### config.mk
export PLATFORM = sky130hd
export DESIGN_NAME = fdss_div_cell
export DESIGN_NICKNAME = d
export VERILOG_FILES = /design/src/design/fdss_pkg.sv /design/src/design/fdss_div_cell.sv
export SDC_FILE = /design/constraint.sdc
export NUM_CORES = 1
export LEC_CHECK = 0
export ABC_AREA = 1
export BUFFER_PORTS_ARGS = -buffer_cell sky130_fd_sc_hd__buf_2
export CAP_MARGIN = 10
export CORE_ASPECT_RATIO = 1.4
export CORE_MARGIN = 10
export CORE_UTILIZATION = 51
export DETAILED_ROUTE_END_ITERATION = 10
export GPL_ROUTABILITY_DRIVEN = 1
export GPL_TIMING_DRIVEN = 0
export HOLD_SLACK_MARGIN = 0.12
export PLACE_DENSITY = 0.94
export SYNTH_ARGS = -nofsm -noshare
export SYNTH_HDL_FRONTEND = slang
export SYNTH_SLANG_ARGS = --single-unit
### constraint.sdc
create_clock -name clock -period 6.3 [get_ports clock]
set_input_delay 1.26 -clock clock [delete_from_list [all_inputs] [get_ports clock]]
set_output_delay 1.26 -clock clock [all_outputs]
set_load 0.02 [all_outputs]
### src/design/fdss_pkg.sv
// Shared types, codes and SRT recurrence helpers of the single-precision divide/root unit.
package fdss_pkg;

   localparam int DIGITS = 24;

   typedef logic [31:0] word_type;

   localparam word_type HIDDEN_BIT = 32'h0080_0000;
   localparam word_type LOW24_MASK = 32'h00FF_FFFF;
   localparam word_type NEG_LIMIT  = 32'hFF00_0000;

   localparam logic [9:0] DIV_BIAS  = 10'd126;
   localparam logic [8:0] ROOT_BIAS = 9'd127;

   localparam logic [1:0] OP_DIVIDE      = 2'd0;
   localparam logic [1:0] OP_SQRT        = 2'd1;
   localparam logic [1:0] OP_DIVIDE_ROOT = 2'd2;

   // Redundant digit: p means +1, n means -1, neither means 0.
   typedef struct packed {
      logic p;
      logic n;
   } digit_type;

   typedef struct packed {
      word_type  s;
      word_type  c;
      digit_type d;
   } step_type;

   typedef struct packed {
      logic [1:0] op;
      word_type   opa;
      word_type   opb;
      logic       zero;
      logic [7:0] exp_b;
      word_type   root;
      word_type   rem_s;
      word_type   rem_c;
      digit_type  d;
   } sqrt_stage_type;

   typedef struct packed {
      logic [1:0] op;
      logic       sign;
      logic [9:0] expo;
      logic       a_zero;
      word_type   bypass;
      word_type   dv;
      word_type   q;
      word_type   rem_s;
      word_type   rem_c;
      digit_type  d;
   } div_stage_type;

   // Digit as a two's complement word.
   function automatic word_type digit_word(input digit_type d);
      return {{31{d.n}}, d.p | d.n};
   endfunction

   // Partially assimilated estimate: carry added above bit 23, low sum bits OR-ed in.
   function automatic digit_type pick_digit(input word_type s, input word_type c);
      word_type  est;
      digit_type r;
      est = ((s & ~LOW24_MASK) + c) | (s & LOW24_MASK);
      r.p = !est[31] && (est >= HIDDEN_BIT);
      r.n = est[31] && (est < NEG_LIMIT);
      return r;
   endfunction

   // One recurrence step: carry-save add, choose the next digit, shift the remainder.
   function automatic step_type srt_step(input word_type s, input word_type c,
                                         input digit_type d, input word_type add);
      word_type cc;
      word_type u;
      word_type ns;
      word_type nc;
      step_type r;
      cc = c + {31'b0, d.p};
      u  = s ^ cc;
      ns = u ^ add;
      nc = ((s & cc) | (u & add)) << 1;
      if (d.p || d.n) begin
         r.d = pick_digit(ns, nc);
      end else begin
         r.d = pick_digit(s, cc);
      end
      r.s = ns << 1;
      r.c = nc << 1;
      return r;
   endfunction

endpackage

### src/design/fdss_div_cell.sv
// One divide digit cell: adds the digit to the quotient and steps the carry-save remainder.
module fdss_div_cell (
   input  logic                   clock,
   input  logic                   reset,
   input  logic                   load,
   input  logic                   in_valid,
   input  fdss_pkg::div_stage_type in_stage,
   output logic                   out_valid,
   output fdss_pkg::div_stage_type out_stage
);
   import fdss_pkg::*;

   word_type      add_w;
   step_type      step;
   div_stage_type stage_in;
   div_stage_type stage_ff;
   logic          valid_ff;

   always_comb begin
      if (in_stage.d.p) begin
         add_w = ~in_stage.dv;
      end else if (in_stage.d.n) begin
         add_w = in_stage.dv;
      end else begin
         add_w = '0;
      end
      step           = srt_step(in_stage.rem_s, in_stage.rem_c, in_stage.d, add_w);
      stage_in       = in_stage;
      stage_in.q     = (in_stage.q << 1) + digit_word(in_stage.d);
      stage_in.rem_s = step.s;
      stage_in.rem_c = step.c;
      stage_in.d     = step.d;
   end

   always_ff @(posedge clock) begin
      if (reset) begin
         valid_ff <= 1'b0;
      end else if (load) begin
         valid_ff <= in_valid;
      end
   end

   always_ff @(posedge clock) begin
      if (load && in_valid) begin
         stage_ff <= stage_in;
      end
   end

   assign out_valid = valid_ff;
   assign out_stage = stage_ff;

endmodule

# Word level (Yosys, flattened, before mapping)
# Index checks and enable logic that the tools add are counted.
[totals]
regBits = 174
input_bits = 180
output_inout_bits = 177
[classes]
n_addsub = 4
magnitude_cmp = 4
n_mux = 3
bitwise = 9
n_reduce_logical = 8
[ops]
columns = ["operator", "n"]
rows = [
  ["$add A32 B32 Y32", 3],
  ["$ge A32 B24 Y1 const B", 2],
  ["$lt A32 B32 Y1 const B", 2],
  ["$mux W32", 2],
  ["$or A32 B24 Y32", 2],
  ["$xor A32 B32 Y32", 2],
  ["$and A31 B31 Y31", 2],
  ["$add A32 B1 Y32", 1],
  ["$not A32 Y32", 1],
  ["$or A31 B31 Y31", 1],
  ["$logic_and A1 B1 Y1", 5],
  ["$logic_not A1 Y1", 2],
  ["$mux W2", 1],
  ["$logic_or A1 B1 Y1", 1],
  ["$or A1 B1 Y1", 1],
]

# Longest topological paths before layout
[depth]
ltp_word = 9
ltp_mapped = 28
depth_no_buf = 28

# Worst setup path before layout
# OpenSTA, ideal clock, no wires.
[synth_path]
kind = "input -> register"
start = "input port load"
end = "register stage_ff, in the netlist out_stage[0], enable pin"
setup_time_ns = 0.526
t_arrival_ns = 4.657
setup_slack_ns = 1.117
stages = 2
path_buffers = 0
cell_sequence = "nand2_1 inv_1"
[synth_via]
elab_chain_len = 1
[synth_rtl]
columns = ["item", "line", "text"]
rows = [
  ["start, declared", "fdss_div_cell.sv:5", "input logic load,"],
  ["$logic_and A1 B1 Y1", "fdss_div_cell.sv:44", "if (load && in_valid) begin"],
  ["end signal, assigned", "fdss_div_cell.sv:45", "stage_ff <= stage_in;"],
  ["end, declared", "fdss_div_cell.sv:16", "div_stage_type stage_ff;"],
]
# Every way passes these cells.
# A chain may end at the register's enable or synchronous reset.

==> metrics.md <==
| Metric | Value |
|---|---|
| Number of endpoints with negative hold slack in the final report | 0 |
| Switching portion of total power | 33.22% |
| Relative contribution of the clock network to total power | 31.7% |
| FF-to-FF End | out_valid$_SDFFE_PP0P_ |
| Hold/Removal Path Class | reg2reg |
| Starting density of the core | 51.69% |
| Async SR Flop Fraction | 0% |
| Basic-gate share of the synthesized area counting and, or, nand and nor cells | 18.56% |
| Post-place setup slack | 0.7496 ns |
| Internal power summed over all cells | 2.195 mW |
| TritonRoute pass-1 iters | 6 |
| Slew Viols, Final | 0 |
| Chip Height | 185.1 um |
| Met3 wire length | 3998 um |
| Worst reg2reg path startpoint | out_valid$_SDFFE_PP0P_ |
| Top cell type by total area after synthesis | sky130_fd_sc_hd__edfxtp_1 |
| Mux share of post-synthesis cell area | 0% |
| Proportion of layout cells with a drive suffix above 1 | 30.62% |
| Setup repair after global routing missed its margin | false |
| Fraction of the mapped netlist area in compound gates | 6.259% |
| Timing startpoint of the critical path | in_stage[0] |
| Number of instances in the synthesized netlist | 975 |
| Highest routing layer actually used | met5 |
| Worst reg-to-reg setup slack | 5.69 ns |
| Avg Vias per Cell | 5.530 |
| Flip-flop and latch count after synthesis | 174 |
| Pin slew with the least headroom to its limit | 0.7730 ns |
| Proportion of synthesized chip area in sequential cells | 52.49% |
| Metal-1 WL | 11500 um |
| Worst relative slew slack | 48.47% |
| Vias after detailed routing | 8931 |
| Clock latency of the later-clocked register in the worst-skew pair | 0.43 ns |
| Number of H-tree branching levels | 4 |
| Worst endpoint data arrival time | 5.34 ns |
| Synthesized area divided by synthesized cell count | 10.19 um^2 |
| Core area | 0.01922 mm^2 |
| Maximum clock rate | 194.2 MHz |
| # Max-Cap Violations | 0 |
| Crit path max fanout | 34 |
| Area share of fa/ha/maj cells after synthesis | 12.52% |
| Die ar. | 0.02554 mm^2 |
| Number of warnings printed during yosys synthesis | 0 |
| Worst voltage drop across the vdd grid | 0.1871 mV |
| # rows | 60 |
| CTS buffer count | 17 |
| Part of the total power dissipated in combinational logic | 24.9% |
| Die span in x | 138.0 um |
| Largest family of logic cells by synthesized area | simple AND/OR/NAND/NOR gates |
| Pin count of the biggest net entering global routing | 107 |
| XOR/XNOR Fraction of Synth Area | 4.836% |
| Net switching power | 1.092 mW |
| Cell variety after synth | 38 |
| Routed wirelength normalized by instance count | 22.52 um |
| Kind of launch point of the worst setup path | input pin |
| Most frequent cell after synthesis | sky130_fd_sc_hd__nand2_1 |
| Termination of the worst setup path | out_stage[0]$_DFFE_PP_ |
| WS Path Type | in2reg |
| Count of flip-flops with a built-in enable after synthesis | 173 |
| Initial antenna violation count | 5 |
| Number of buffer cells added on primary ports | 352 |
| Ranking of synthesized cells by instance count | 215 x sky130_fd_sc_hd__nand2_1, 173 x sky130_fd_sc_hd__edfxtp_1, 125 x sky130_fd_sc_hd__inv_1 |
| Number of non-filler instances in the completed layout | 1615 |
| Initial DRC Count | 736 |
| Clock Sink Count | 174 |
| Share of the synthesized area in the top cell type | 52.29% |
| Maximum clock skew at final layout | 0 ns |
| Netlist area before placement | 0.009935 mm^2 |
| Min Clock Period, post-route | 5.150 ns |
| Seq pwr share | 43.4% |
| Count of hold buffers inserted by post-cts repair | 0 |
| Pwr Density | 260.2 mW/mm^2 |
| RD Place Congestion | 1.037 |
| Cell count of the worst reg-to-reg path | 2 |
| Total number of nets in the final design | 1608 |
| Ys flop type | sky130_fd_sc_hd__edfxtp_1 |
| Final WL | 36370 um |
| Number of instances in the placed design | 1578 |
| Number of DRC violations after detailed routing | 0 |
| Clk pin slew, worst setup/hold paths | 0.08 ns |
| GRT overflow | 0 |
| Post-CTS Resized | 0 |
| Main area contributors after synthesis | sky130_fd_sc_hd__edfxtp_1 52%, sky130_fd_sc_hd__nand2_1 8.1%, sky130_fd_sc_hd__fa_1 6.9%, sky130_fd_sc_hd__ha_1 5.7%, sky130_fd_sc_hd__inv_1 4.7% |
| HPWL Detailed | 29270 um |
| Routed met2 length | 18900 um |
| Setup Total Neg Slack | 0 ns |
| Vias in the first global route | 9214 |
| Wire length of the first global-routing pass | 52900 um |
| Synthesis-to-finish area growth | 27.17% |
| Number of setup violations in the final report | 0 |
| Leakage Power | 5.756 nW |
| Status | finished clean |
| CTS tree | yes |
| Post-route clock period utilization | 81.75% |
| Buffer levels on the longest clock path | 2 |
| Required @ worst endpoint | 6.49 ns |
| Final Worst Setup Slack | 1.150 ns |
| Setup fix buffers added after clock tree synthesis | 0 |
| Global Route Usage Sum | 27.66% |
| I/O Pins | 357 |
| Cell at the root of the clock tree | sky130_fd_sc_hd__clkbuf_16 |
| Number of nets still failing antenna checks after routing | 0 |
| Critical path capture point type | flip-flop |
[how the worst min path moves through the flow]
stage                            from                      to  slack, ns  depth (start not counted)
6_report       out_valid$_SDFFE_PP0P_  out_valid$_SDFFE_PP0P_       0.50                          2
2_1_floorplan  out_valid$_SDFFE_PP0P_  out_valid$_SDFFE_PP0P_       0.53                          2
4_1_cts        out_valid$_SDFFE_PP0P_  out_valid$_SDFFE_PP0P_       0.51                          2
3_3_place_gp   out_valid$_SDFFE_PP0P_  out_valid$_SDFFE_PP0P_       0.44                          2
5_1_grt        out_valid$_SDFFE_PP0P_  out_valid$_SDFFE_PP0P_       0.53                          2
3_5_place_dp   out_valid$_SDFFE_PP0P_  out_valid$_SDFFE_PP0P_       0.49                          2
[worst max-delay path, stage by stage]
cell	delay [ns]
sky130_fd_sc_hd__buf_2	0.59
sky130_fd_sc_hd__inv_1	0.18
sky130_fd_sc_hd__nor2_1	0.29
sky130_fd_sc_hd__clkbuf_1	0.60
sky130_fd_sc_hd__a21oi_1	0.22
sky130_fd_sc_hd__fa_1	0.54
sky130_fd_sc_hd__inv_1	0.07
sky130_fd_sc_hd__ha_1	0.20
sky130_fd_sc_hd__inv_1	0.07
sky130_fd_sc_hd__fa_1	0.43
sky130_fd_sc_hd__inv_1	0.08
sky130_fd_sc_hd__nand2_1	0.06
sky130_fd_sc_hd__a21oi_1	0.15
sky130_fd_sc_hd__nand2_1	0.10
sky130_fd_sc_hd__nor2_1	0.09
sky130_fd_sc_hd__nand2_1	0.05
sky130_fd_sc_hd__nor2_1	0.13
sky130_fd_sc_hd__nor2_1	0.06
sky130_fd_sc_hd__nand3_1	0.08
sky130_fd_sc_hd__nand2_1	0.06
[cells by family (layout without fill, tap and decap cells)]
kind of cell / count (synthesis) / after routing
simple gates: 414 / 414
flops: 174 / 174
buf+inv: 137 / 522
compound gates: 116 / 116
fa+ha+maj: 79 / 79
xor+xnor: 54 / 54
other cells: 1 / 8
[stage by stage]
stage | utilization, % | power [mW] | hold WS [ns] | instance area (um^2)
2_1_floorplan | - | 1.940 | 0.5295 | 9942
3_3_place_gp | 62.51 | 2.221 | 0.4395 | 12010
3_5_place_dp | 62.68 | 2.250 | 0.4947 | 12050
4_1_cts | 65.67 | 3.285 | 0.5052 | 12620
5_1_grt | 65.71 | 3.412 | 0.5251 | 12630
6_report | 65.74 | 3.287 | 0.4988 | 12630
[state kept, by name (all words and copies together) (netlist names)]
name,count
out_valid,1
out_stage,173
[power by group through the flow]
stage | clock [mW] | sequential, mW | combinational [mW]
floorplan | 0 | 1.58 | 0.358
global placement | 0 | 1.45 | 0.766
detailed placement | 0 | 1.45 | 0.800
CTS | 1.05 | 1.43 | 0.812
global route | 1.09 | 1.43 | 0.891
finish | 1.04 | 1.43 | 0.819
[final cells by class]
type,count,area [um^2]
fillers,1509,6585
flip-flops and latches,174,5215
multi-input cells,666,4202
repair buffers,353,1789
inverters,128,485.5
clock buffers,18,429.2
well taps,248,310.3
clock inverters,14,145.1
plain buffers,9,45.04
diodes,5,12.51
[routing by layer]
metal / global-route usage [%] / up-vias
met5: 0 / -
met4: 13.84 / 4
met3: 9.273 / 141
met2: 50.23 / 600
met1: 26.94 / 4138
li1: - / 4048
[cell usage in the layout (no fill, tap or decap), types with 4 or more instances in the layout]
master                      count
sky130_fd_sc_hd__a21oi_1       36
sky130_fd_sc_hd__a31oi_1        8
sky130_fd_sc_hd__buf_2        352
sky130_fd_sc_hd__clkbuf_1       7
sky130_fd_sc_hd__clkbuf_16     17
sky130_fd_sc_hd__diode_2        5
sky130_fd_sc_hd__edfxtp_1     173
sky130_fd_sc_hd__fa_1          34
sky130_fd_sc_hd__ha_1          45
sky130_fd_sc_hd__inv_1        124
sky130_fd_sc_hd__inv_6          5
sky130_fd_sc_hd__inv_8          4
sky130_fd_sc_hd__nand2_1      215
sky130_fd_sc_hd__nand2_2        6
sky130_fd_sc_hd__nand3_1       55
sky130_fd_sc_hd__nand3b_1       5
sky130_fd_sc_hd__nand4_1       23
sky130_fd_sc_hd__nor2_1        80
sky130_fd_sc_hd__nor2_2         5
sky130_fd_sc_hd__nor2_4         5
sky130_fd_sc_hd__nor3_1         9
sky130_fd_sc_hd__o21ai_0       56
sky130_fd_sc_hd__o21ai_1        4
sky130_fd_sc_hd__o21bai_1       5
sky130_fd_sc_hd__xnor2_1       11
sky130_fd_sc_hd__xor2_1        42
Power figures use the tool's default switching activity.
