**src/design/fdss_pkg.sv**
```systemverilog
// Shared types, codes and SRT recurrence helpers of the single-precision divide/root unit.
package fdss_pkg;

   localparam int DIGITS = 24;

   typedef logic [31:0] word_type;

   localparam word_type HIDDEN_BIT = 32'h0080_0000;
   localparam word_type LOW24_MASK = 32'h00FF_FFFF;
   localparam word_type NEG_LIMIT  = 32'hFF00_0000;

   localparam logic [9:0] DIV_BIAS  = 10'd126;
   localparam logic [8:0] ROOT_BIAS = 9'd127;

   localparam logic [1:0] OP_DIVIDE      = 2'd0;
   localparam logic [1:0] OP_SQRT        = 2'd1;
   localparam logic [1:0] OP_DIVIDE_ROOT = 2'd2;

   // Redundant digit: p means +1, n means -1, neither means 0.
   typedef struct packed {
      logic p;
      logic n;
   } digit_type;

   typedef struct packed {
      word_type  s;
      word_type  c;
      digit_type d;
   } step_type;

   typedef struct packed {
      logic [1:0] op;
      word_type   opa;
      word_type   opb;
      logic       zero;
      logic [7:0] exp_b;
      word_type   root;
      word_type   rem_s;
      word_type   rem_c;
      digit_type  d;
   } sqrt_stage_type;

   typedef struct packed {
      logic [1:0] op;
      logic       sign;
      logic [9:0] expo;
      logic       a_zero;
      word_type   bypass;
      word_type   dv;
      word_type   q;
      word_type   rem_s;
      word_type   rem_c;
      digit_type  d;
   } div_stage_type;

   // Digit as a two's complement word.
   function automatic word_type digit_word(input digit_type d);
      return {{31{d.n}}, d.p | d.n};
   endfunction

   // Partially assimilated estimate: carry added above bit 23, low sum bits OR-ed in.
   function automatic digit_type pick_digit(input word_type s, input word_type c);
      word_type  est;
      digit_type r;
      est = ((s & ~LOW24_MASK) + c) | (s & LOW24_MASK);
      r.p = !est[31] && (est >= HIDDEN_BIT);
      r.n = est[31] && (est < NEG_LIMIT);
      return r;
   endfunction

   // One recurrence step: carry-save add, choose the next digit, shift the remainder.
   function automatic step_type srt_step(input word_type s, input word_type c,
                                         input digit_type d, input word_type add);
      word_type cc;
      word_type u;
      word_type ns;
      word_type nc;
      step_type r;
      cc = c + {31'b0, d.p};
      u  = s ^ cc;
      ns = u ^ add;
      nc = ((s & cc) | (u & add)) << 1;
      if (d.p || d.n) begin
         r.d = pick_digit(ns, nc);
      end else begin
         r.d = pick_digit(s, cc);
      end
      r.s = ns << 1;
      r.c = nc << 1;
      return r;
   endfunction

endpackage

```
**src/design/fdss_sqrt_cell.sv**
```systemverilog
// One square-root digit cell: updates the root and carry-save remainder for one digit.
module fdss_sqrt_cell #(
   parameter int STEP = 0
) (
   input  logic                    clock,
   input  logic                    reset,
   input  logic                    load,
   input  logic                    in_valid,
   input  fdss_pkg::sqrt_stage_type in_stage,
   output logic                    out_valid,
   output fdss_pkg::sqrt_stage_type out_stage
);
   import fdss_pkg::*;

   localparam word_type WEIGHT = 32'd1 << (DIGITS - STEP);

   word_type       plus_w;
   word_type       minus_w;
   word_type       add_w;
   step_type       step;
   sqrt_stage_type stage_in;
   sqrt_stage_type stage_ff;
   logic           valid_ff;

   always_comb begin
      plus_w  = in_stage.root + WEIGHT;
      minus_w = in_stage.root - WEIGHT;
      if (in_stage.d.p) begin
         add_w = ~plus_w;
      end else if (in_stage.d.n) begin
         add_w = minus_w;
      end else begin
         add_w = '0;
      end
      step     = srt_step(in_stage.rem_s, in_stage.rem_c, in_stage.d, add_w);
      stage_in = in_stage;
      if (in_stage.d.p) begin
         stage_in.root = plus_w + WEIGHT;
      end else if (in_stage.d.n) begin
         stage_in.root = minus_w - WEIGHT;
      end
      stage_in.rem_s = step.s;
      stage_in.rem_c = step.c;
      stage_in.d     = step.d;
   end

   always_ff @(posedge clock) begin
      if (reset) begin
         valid_ff <= 1'b0;
      end else if (load) begin
         valid_ff <= in_valid;
      end
   end

   always_ff @(posedge clock) begin
      if (load && in_valid) begin
         stage_ff <= stage_in;
      end
   end

   assign out_valid = valid_ff;
   assign out_stage = stage_ff;

endmodule

```
**config.mk**
```make
export PLATFORM = sky130hd
export DESIGN_NAME = fdss_sqrt_cell
export DESIGN_NICKNAME = d
export VERILOG_FILES = /design/src/design/fdss_pkg.sv /design/src/design/fdss_sqrt_cell.sv
export SDC_FILE = /design/constraint.sdc
export NUM_CORES = 1
export LEC_CHECK = 0
export BUFFER_PORTS_ARGS = -buffer_cell sky130_fd_sc_hd__buf_4
export CORE_MARGIN = 5
export CORE_UTILIZATION = 49
export CTS_BUF_LIST = sky130_fd_sc_hd__clkbuf_2
export CTS_CLUSTER_DIAMETER = 80
export DETAILED_ROUTE_END_ITERATION = 8
export PLACE_DENSITY = 0.88
export SLEW_MARGIN = 20
export SYNTH_ARGS = -nofsm -noshare
export SYNTH_HDL_FRONTEND = slang
export SYNTH_SLANG_ARGS = --single-unit
```
**constraint.sdc**
```tcl
create_clock -name clock -period 5.9 [get_ports clock]
set_input_delay 0.59 -clock clock [delete_from_list [all_inputs] [get_ports clock]]
set_output_delay 0.59 -clock clock [all_outputs]
set_load 0.01 [all_outputs]
```
Yosys cells after proc, flatten, opt, wreduce, memory -nomap -nowiden
Index checks and enable logic that the tools add are counted.
{"block": "totals", "input_bits": 177, "elab_cells": 43, "out_inout_bits": 174, "ff_bits": 171}
{"block": "classes", "addsub": 7, "mux": 5, "bitwise": 8, "reduce_logical": 8, "n_lt_le_gt_ge": 4}
{"op": "2-to-1 mux 32 bit", "count": 4}
{"op": "adder 32 x 25 -> 32 bit, second input constant", "count": 2}
{"op": "adder 32 bit", "count": 2}
{"op": ">= comparator 32 x 24 -> 1 bit, second input constant", "count": 2}
{"op": "less-than comparator 32 bit, second input constant", "count": 2}
{"op": "bitwise OR 32 x 24 -> 32 bit", "count": 2}
{"op": "subtractor 32 x 25 -> 32 bit, second input constant", "count": 2}
{"op": "XOR 32 bit", "count": 2}
{"op": "AND 31 bit", "count": 2}
{"op": "adder 32 x 1 -> 32 bit", "count": 1}
{"op": "NOT 32 bit", "count": 1}
{"op": "bitwise OR 31 bit", "count": 1}
{"op": "logical AND 1 bit", "count": 5}
{"op": "logical NOT 1 bit", "count": 2}
{"op": "2-to-1 mux 2 bit", "count": 1}
{"op": "logical OR 1 bit", "count": 1}

Longest topological paths before layout
Gate-level depths: netlist (run 1).
{"block": "logic_depth", "word_depth": 10, "depth_mapped": 20}

Worst setup path after synthesis (run 1)
OpenSTA, ideal clock, no wires.
{"block": "synth_timing", "path_kind": "input to register", "start": "in in_valid", "end": "reg stage_ff (netlist bit out_stage[0]), enable pin", "setup_slack_ps": 874, "required_ps": 5349, "t_arrival_ps": 4475, "cell_stages": 1, "path_cell_list": "and2_1"}
{"block": "synth_between", "elab_chain_len": 1}
{"item": "start, declared", "line": "fdss_sqrt_cell.sv:8", "source": "input logic in_valid,"}
{"item": "logical AND 1 bit", "line": "fdss_sqrt_cell.sv:56", "source": "if (load && in_valid) begin"}
{"item": "end signal, assigned", "line": "fdss_sqrt_cell.sv:57", "source": "stage_ff <= stage_in;"}
{"item": "end, declared", "line": "fdss_sqrt_cell.sv:22", "source": "sqrt_stage_type stage_ff;"}
No other way between the ends.
A chain may end at the register's enable or synchronous reset.

==> results of run 1 <==
==> sequential cells by signal (all words and copies together), names as in the netlist <==
register,count
out_stage,170
out_valid,1
==> cell type report <==
cell class	count	area share
flip-flops and latches	171	0.423
repair buffers	451	0.301
multi-input cells	345	0.226
well taps	216	0.0223
clock inverters	13	0.0127
inverters	25	0.00774
clock buffers	18	0.00743
diodes	1	0.000206
==> synth_stat cells (2+ instances only) <==
cell type  instances  area, µm²
a211oi_1           4       30.0
a21o_1             2       15.0
a21oi_1           12       60.1
a22o_1             2       17.5
a31oi_1            4       25.0
and2_1             5       31.3
and3_1            15       93.8
and4_1             4       35.0
buf_1              2       7.51
buf_4              6       45.0
clkbuf_1          11       41.3
edfxtp_1         170       5100
fa_1              33        661
ha_1              20        250
inv_1             25       93.8
mux2i_1            2       20.0
nand2_1           46        173
nand2b_1           3       18.8
nand3_1           16       80.1
nand3b_1           2       15.0
nand4_1            6       37.5
nor2_1            24       90.1
nor2b_1            5       31.3
nor3_1             5       25.0
nor3b_1            2       15.0
nor4_1             3       18.8
o211ai_1           2       15.0
o21a_1             3       22.5
o21ai_0           31        155
o21ai_1            8       40.0
o21bai_1           2       15.0
o22ai_1            2       12.5
xnor2_1           31        272
xnor3_1            2       45.0
xor2_1            30        263
==> how the worst max path moves through the flow <==
| stage | slack (ns) | cells past startpoint | endpoint |
|---|---|---|---|
| floorplan | 0.87 | 1 | out_stage[0]$_DFFE_PP_ |
| detailed placement | 0.65 | 21 | out_stage[0]$_DFFE_PP_ |
| finish | 1.39 | 21 | out_stage[0]$_DFFE_PP_ |
| global placement | 0.91 | 21 | out_stage[1]$_DFFE_PP_ |
| global route | 1.19 | 21 | out_stage[0]$_DFFE_PP_ |
| CTS | 1.51 | 21 | out_stage[0]$_DFFE_PP_ |
==> critical path: stages <==
cell and delay [ns]:
buf_4 0.20, ha_1 0.18, ha_1 0.19, and3_1 0.20, and2_1 0.27, and2b_1 0.38
nand3_1 0.14, xnor2_1 0.22, inv_1 0.09, fa_1 0.46, inv_1 0.08, ha_1 0.19
inv_1 0.06, fa_1 0.41, nor2b_1 0.15, o211ai_1 0.27, maj3_1 0.23, a21oi_1 0.09
xnor2_1 0.24, nand3_1 0.13, a31o_1 0.24
==> cells in the final DEF, fill, tap and decap left out, types with 4 or more instances in the layout <==
| cell type | count |
|---|---|
| buf_4 | 350 |
| edfxtp_1 | 170 |
| dlygate4sd3_1 | 100 |
| nand2_1 | 46 |
| fa_1 | 33 |
| xnor2_1 | 31 |
| o21ai_0 | 31 |
| xor2_1 | 30 |
| inv_1 | 25 |
| nor2_1 | 24 |
| ha_1 | 20 |
| clkbuf_2 | 18 |
| nand3_1 | 16 |
| and3_1 | 15 |
| a21oi_1 | 12 |
| o21ai_1 | 8 |
| nand4_1 | 6 |
| nor3_1 | 5 |
| inv_6 | 5 |
| and4_1 | 4 |
| and2_1 | 4 |
| nor2b_1 | 4 |
| a31oi_1 | 4 |
| a211oi_1 | 4 |
==> what timing repair did <==
item	4_1_cts	5_1_grt
endpoints found under the hold margin	99	1
hold buffers	99	1
setup buffers	0	0
==> report_power, final <==
part           internal, µW  switching (µW)
combinational           349             346
sequential             1450            34.5
clock                   207             447
total                  2010             827
==> cells by family after synthesis <==
family | Yosys count | share of synthesized area
adders and majority gates | 55 | 0.116
buffers and inverters | 45 | 0.0239
other | 1 | 0.000466
and+or+nand+nor | 142 | 0.0884
DFF | 171 | 0.637
AOI/OAI and AO/OA | 80 | 0.0603
xor gates and xnor gates | 63 | 0.0720
muxes | 2 | 0.00249
==> per-layer routing <==
layer / track usage / vias up / share of wire
met5: 0 / - / 0
met4: 0.163 / 0 / 0.063
met3: 0.0886 / 89 / 0.085
met2: 0.533 / 438 / 0.52
met1: 0.323 / 3210 / 0.34
li1: - / 2928 / -
==> through the flow <==
stage	hold slack [ns]	utilization	cell area, µm²	worst slack (ns)	cells
floorplan	0.525	-	8060	0.874	561
global placement	0.481	0.680	10900	0.913	1108
detailed placement	0.513	0.680	10900	0.654	1108
CTS	0.00608	0.757	12100	1.51	1238
global route	0.0608	0.758	12100	1.19	1240
finish	0.178	0.758	12100	1.39	1240
==> results.tsv, run 1 <==
stage	metric	value	unit
sta	unrepaired setup endpoints after global routing	false	
worst_setup_path	Crit Path Class	in2reg	
floorplanning	Initial Util	0.503	
hold_path	Hold Path End	out_stage[97]$_DFFE_PP_	
cts	worst-skew pair later-pin latency	0.71	ns
cts	H-tree depth	4	
finish	Synth-to-Final Area Change	50.7	%
worst_setup_path	FF-to-FF path depth	2	
worst_setup_path	crit path DAT	5.03	ns
detailed_routing	ANT nets after route	0	
global_routing	Tot GR Track Use	0.301	
run	number of max-cap violations	0	
global_routing	global-route wire length before repair	43000	µm
hold_path	hold path depth	2	
power	Static Leak	0.00508	µW
sta	measured slew at the worst slew-check pin	0.958	ns
cts	CTS buffer count	17	
finish	register area	5120	µm²
finish	share of cells above drive strength 1	0.379	
place	RD Place Congestion	0.910	
sta	Final Hold Violating Endpoints	0	
floorplanning	chip height	138	µm
logic_synthesis	ys async rst share	0	
global_routing	GRT overflow	0	
power	peak supply drop	136	µV
detailed_routing	Initial DRT Pass Iterations	4	
finish	Filler Cell Count	967	
floorplanning	total die area	19100	µm²
place	IO Port Bufs	347	
worst_setup_path	endpoint class of the critical path	flop	
hold_path	Hold Path Class	in2reg	
logic_synthesis	sequential area share after synthesis	0.637	
logic_synthesis	number of enable flip-flop cells after synthesis	170	
global_routing	largest net degree at the start of global routing	103	
sta	Total Negative Setup Slacks	0	ns
cts	clk sinks	171	
logic_synthesis	Synth Flop Type	edfxtp_1	
cts	Post-CTS Resized	0	
floorplanning	chip width	138	µm
power	Total Power	2840	µW
logic_synthesis	count of cell types in the netlist	54	
detailed_routing	drt initial violations	475	
global_routing	antenna violations before repair	1	
power	P per Cell Area	234	nW/µm²
hold_path	min-delay src	in_stage[97]	
worst_setup_path	RR Startpoint	out_valid$_SDFFE_PP0P_	
detailed_routing	total length of routed wires	29200	µm
sta	final setup fails	0	
logic_synthesis	Yosys warnings	0	
logic_synthesis	FF+latch count, synth	171	
place	post-detail-place hpwl	19500	µm
worst_setup_path	Worst EP required	6.42	ns
global_routing	vias in the first global route	6918	
worst_setup_path	CP startpoint	in_stage[1]	
detailed_routing	routed vias/inst	5.38	
sta	Final Cycle Share	0.764	
detailed_routing	Avg WL per Cell	23.5	µm
cts	Root Driver	clkbuf_2	
run_status	status	complete, no violations	
sta	Achievable Freq	222	MHz
floorplanning	core area	16000	µm²
sta	final worst path period need	4.51	ns
logic_synthesis	Syn Std Cell Area	8050	µm²
cts	Max Buffers Root-to-Sink	2	
finish	multi-input logic area	2750	µm²
worst_setup_path	crit path max fanout	17	
sta	Worst slew margin	0.361	
logic_synthesis	Post-Syn Instances	559	
worst_setup_path	r2r setup slk	5.23	ns
logic_synthesis	Synth Area per Inst	14.4	µm²
detailed_routing	drt drc	0	
worst_setup_path	CP startpoint kind	input port	
floorplanning	Ports	351	
floorplanning	row count	46	
finish	Final #Nets	1241	
cts	CTS tree	built	
detailed_routing	routed vias	6665	
worst_setup_path	reg2reg end	out_valid$_SDFFE_PP0P_	
sta	count of pins over their slew limit	0	
sta	clock skew	0	ns
cts	clock-pin slew on the worst setup and hold paths	0.27	ns
(Power assumes the default switching activity.)
==> inputs of run 2 (changes only) <==
==> constraint.sdc (replaced) <==
create_clock -name clock -period 4.5 [get_ports clock]
set_input_delay 0.45 -clock clock [delete_from_list [all_inputs] [get_ports clock]]
set_output_delay 0.45 -clock clock [all_outputs]
set_load 0.01 [all_outputs]
==> results.tsv, run 2 (same netlist as run 1, synthesis figures left out) <==
stage	metric	value	unit
place	post-detail-place hpwl	19500	µm
power	Combinational Power Share	0.256	
place	RD Place Congestion	0.944	
worst_setup_path	CP startpoint	in_stage[1]	
detailed_routing	drt drc	0	
sta	Final Cycle Share	0.830	
power	Sw Ratio	0.305	
cts	clock-pin slew on the worst setup and hold paths	0.26	ns
cts	Post-CTS Setup Bufs	0	
run	number of max-cap violations	0	
cts	worst-skew pair later-pin latency	0.81	ns
cts	CTS tree	built	
finish	number of flip-flops in the largest register	170	
hold_path	min-delay src	in_stage[51]	
run_status	status	complete, no violations	
floorplanning	chip width	138	µm
cts	clk sinks	171	
sta	Achievable Freq	268	MHz
worst_setup_path	CP startpoint kind	input port	
cts	CTS buffer count	17	
sta	count of pins over their slew limit	0	
finish	share of cells above drive strength 1	0.380	
global_routing	vias in the first global route	7218	
detailed_routing	ANT nets after route	0	
power	Pint	2560	µW
floorplanning	chip height	138	µm
finish	most frequent cells in the layout	buf_4, edfxtp_1, dlygate4sd3_1	
power	P_sw	1130	µW
detailed_routing	total length of routed wires	30000	µm
power	share of power burned in registers	0.530	
finish	Final #Nets	1284	
detailed_routing	routed vias/inst	5.41	
finish	commonest non-fill, non-tap cell in the layout	buf_4	
finish	Synth-to-Final Area Change	55.3	%
global_routing	antenna violations before repair	4	
detailed_routing	routed vias	6960	
global_routing	Tot GR Track Use	0.310	
power	Static Leak	0.00526	µW
detailed_routing	Initial DRT Pass Iterations	6	
place	Post-Place Cells	1125	
worst_setup_path	endpoint class of the critical path	flop	
worst_setup_path	Worst EP required	5.07	ns
finish	design area	12500	µm²
sta	final setup fails	0	
cts	CTS Hold Bufs	126	
cts	Post-CTS Resized	0	
sta	final worst path period need	3.73	ns
global_routing	largest net degree at the start of global routing	73	
place	IO Port Bufs	347	
worst_setup_path	RR Startpoint	out_valid$_SDFFE_PP0P_	
place	dpl cell area	11000	µm²
global_routing	global-route wire length before repair	44600	µm
worst_setup_path	Crit Path Class	in2reg	
sta	measured slew at the worst slew-check pin	0.944	ns
worst_setup_path	crit path max fanout	3	
cts	Root Driver	clkbuf_2	
detailed_routing	drt initial violations	523	
hold_path	Hold Path Class	in2reg	
floorplanning	core area	16000	µm²
sta	unrepaired setup endpoints after global routing	false	
power	Clk pwr share	0.214	
power	P per Cell Area	295	nW/µm²
cts	H-tree depth	4	
finish	Finished Layout Cells	1286	
floorplanning	row count	46	
sta	Final Hold Violating Endpoints	0	
global_routing	GRT overflow	0	
finish	Filler Cell Count	915	
floorplanning	total die area	19100	µm²
detailed_routing	Avg WL per Cell	23.4	µm
floorplanning	Initial Util	0.503	
worst_setup_path	crit path DAT	4.30	ns
cts	Max Buffers Root-to-Sink	2	
power	peak supply drop	159	µV
sta	Worst slew margin	0.371	
floorplanning	Ports	351	
sta	clock skew	0	ns
[run 2: routing by layer]
metal  vias up  GRT usage  wire length, µm
li1       3016          -                -
met1      3393      0.347            10400
met2       448      0.533            15300
met3       101     0.0879             2490
met4         2      0.176             1840
met5         -          0               13
[run 2: critical path: stages]
cell and delay (ns):
buf_4 0.13, ha_1 0.19, ha_1 0.18, and3_1 0.17, and2_1 0.17, and2b_1 0.19
nand3_1 0.11, xnor2_1 0.15, inv_1 0.08, fa_1 0.46, inv_1 0.10, ha_1 0.20
inv_1 0.07, fa_1 0.41, nor2b_1 0.15, o211ai_1 0.28, maj3_1 0.23, a21oi_1 0.07
xnor2_1 0.18, nand3_1 0.09, a31o_1 0.22
[run 2: layout make-up]
class / count / area (µm²) / share of cell area
clock buffer: 18 / 90.1 / 0.00721
timing repair buffer: 494 / 4040 / 0.323
inverter: 25 / 93.8 / 0.00751
sequential: 171 / 5120 / 0.410
tap: 216 / 270 / 0.0216
antenna: 3 / 7.51 / 0.000600
clock inverter: 14 / 134 / 0.0107
multi-input combinational: 345 / 2750 / 0.220
[run 2: power groups by stage]
stage | sequential (µW) | clock [µW] | combinational (µW)
after floorplan | 2040 | 0 | 310
after global placement | 1970 | 0 | 792
after detailed placement | 1980 | 0 | 819
after CTS | 1940 | 782 | 918
after global routing | 1960 | 873 | 1000
final | 1950 | 790 | 944
[run 2: worst paths after layout]
path,endpoint,slack (ns),cells past startpoint
worst max-delay path,out_stage[0]$_DFFE_PP_,0.77,21
worst min-delay path,out_stage[52]$_DFFE_PP_,0.06,2
worst max register to register,out_valid$_SDFFE_PP0P_,3.22,3
worst min register to register,out_valid$_SDFFE_PP0P_,1.18,3
[run 2: metrics by stage]
stage / power [µW] / TNS [ns] / hold WS, ns / setup WS [ns] / util
detailed placement: 2800 / -0.0376 / 0.539 / -0.0217 / 0.688
floorplan: 2350 / 0 / 0.522 / 0.271 / -
finish: 3690 / 0 / 0.0610 / 0.767 / 0.781
global route: 3840 / 0 / 0.00350 / 0.609 / 0.781
CTS: 3640 / 0 / 0.00744 / 0.842 / 0.781
global placement: 2760 / 0 / 0.484 / 0.0499 / 0.688
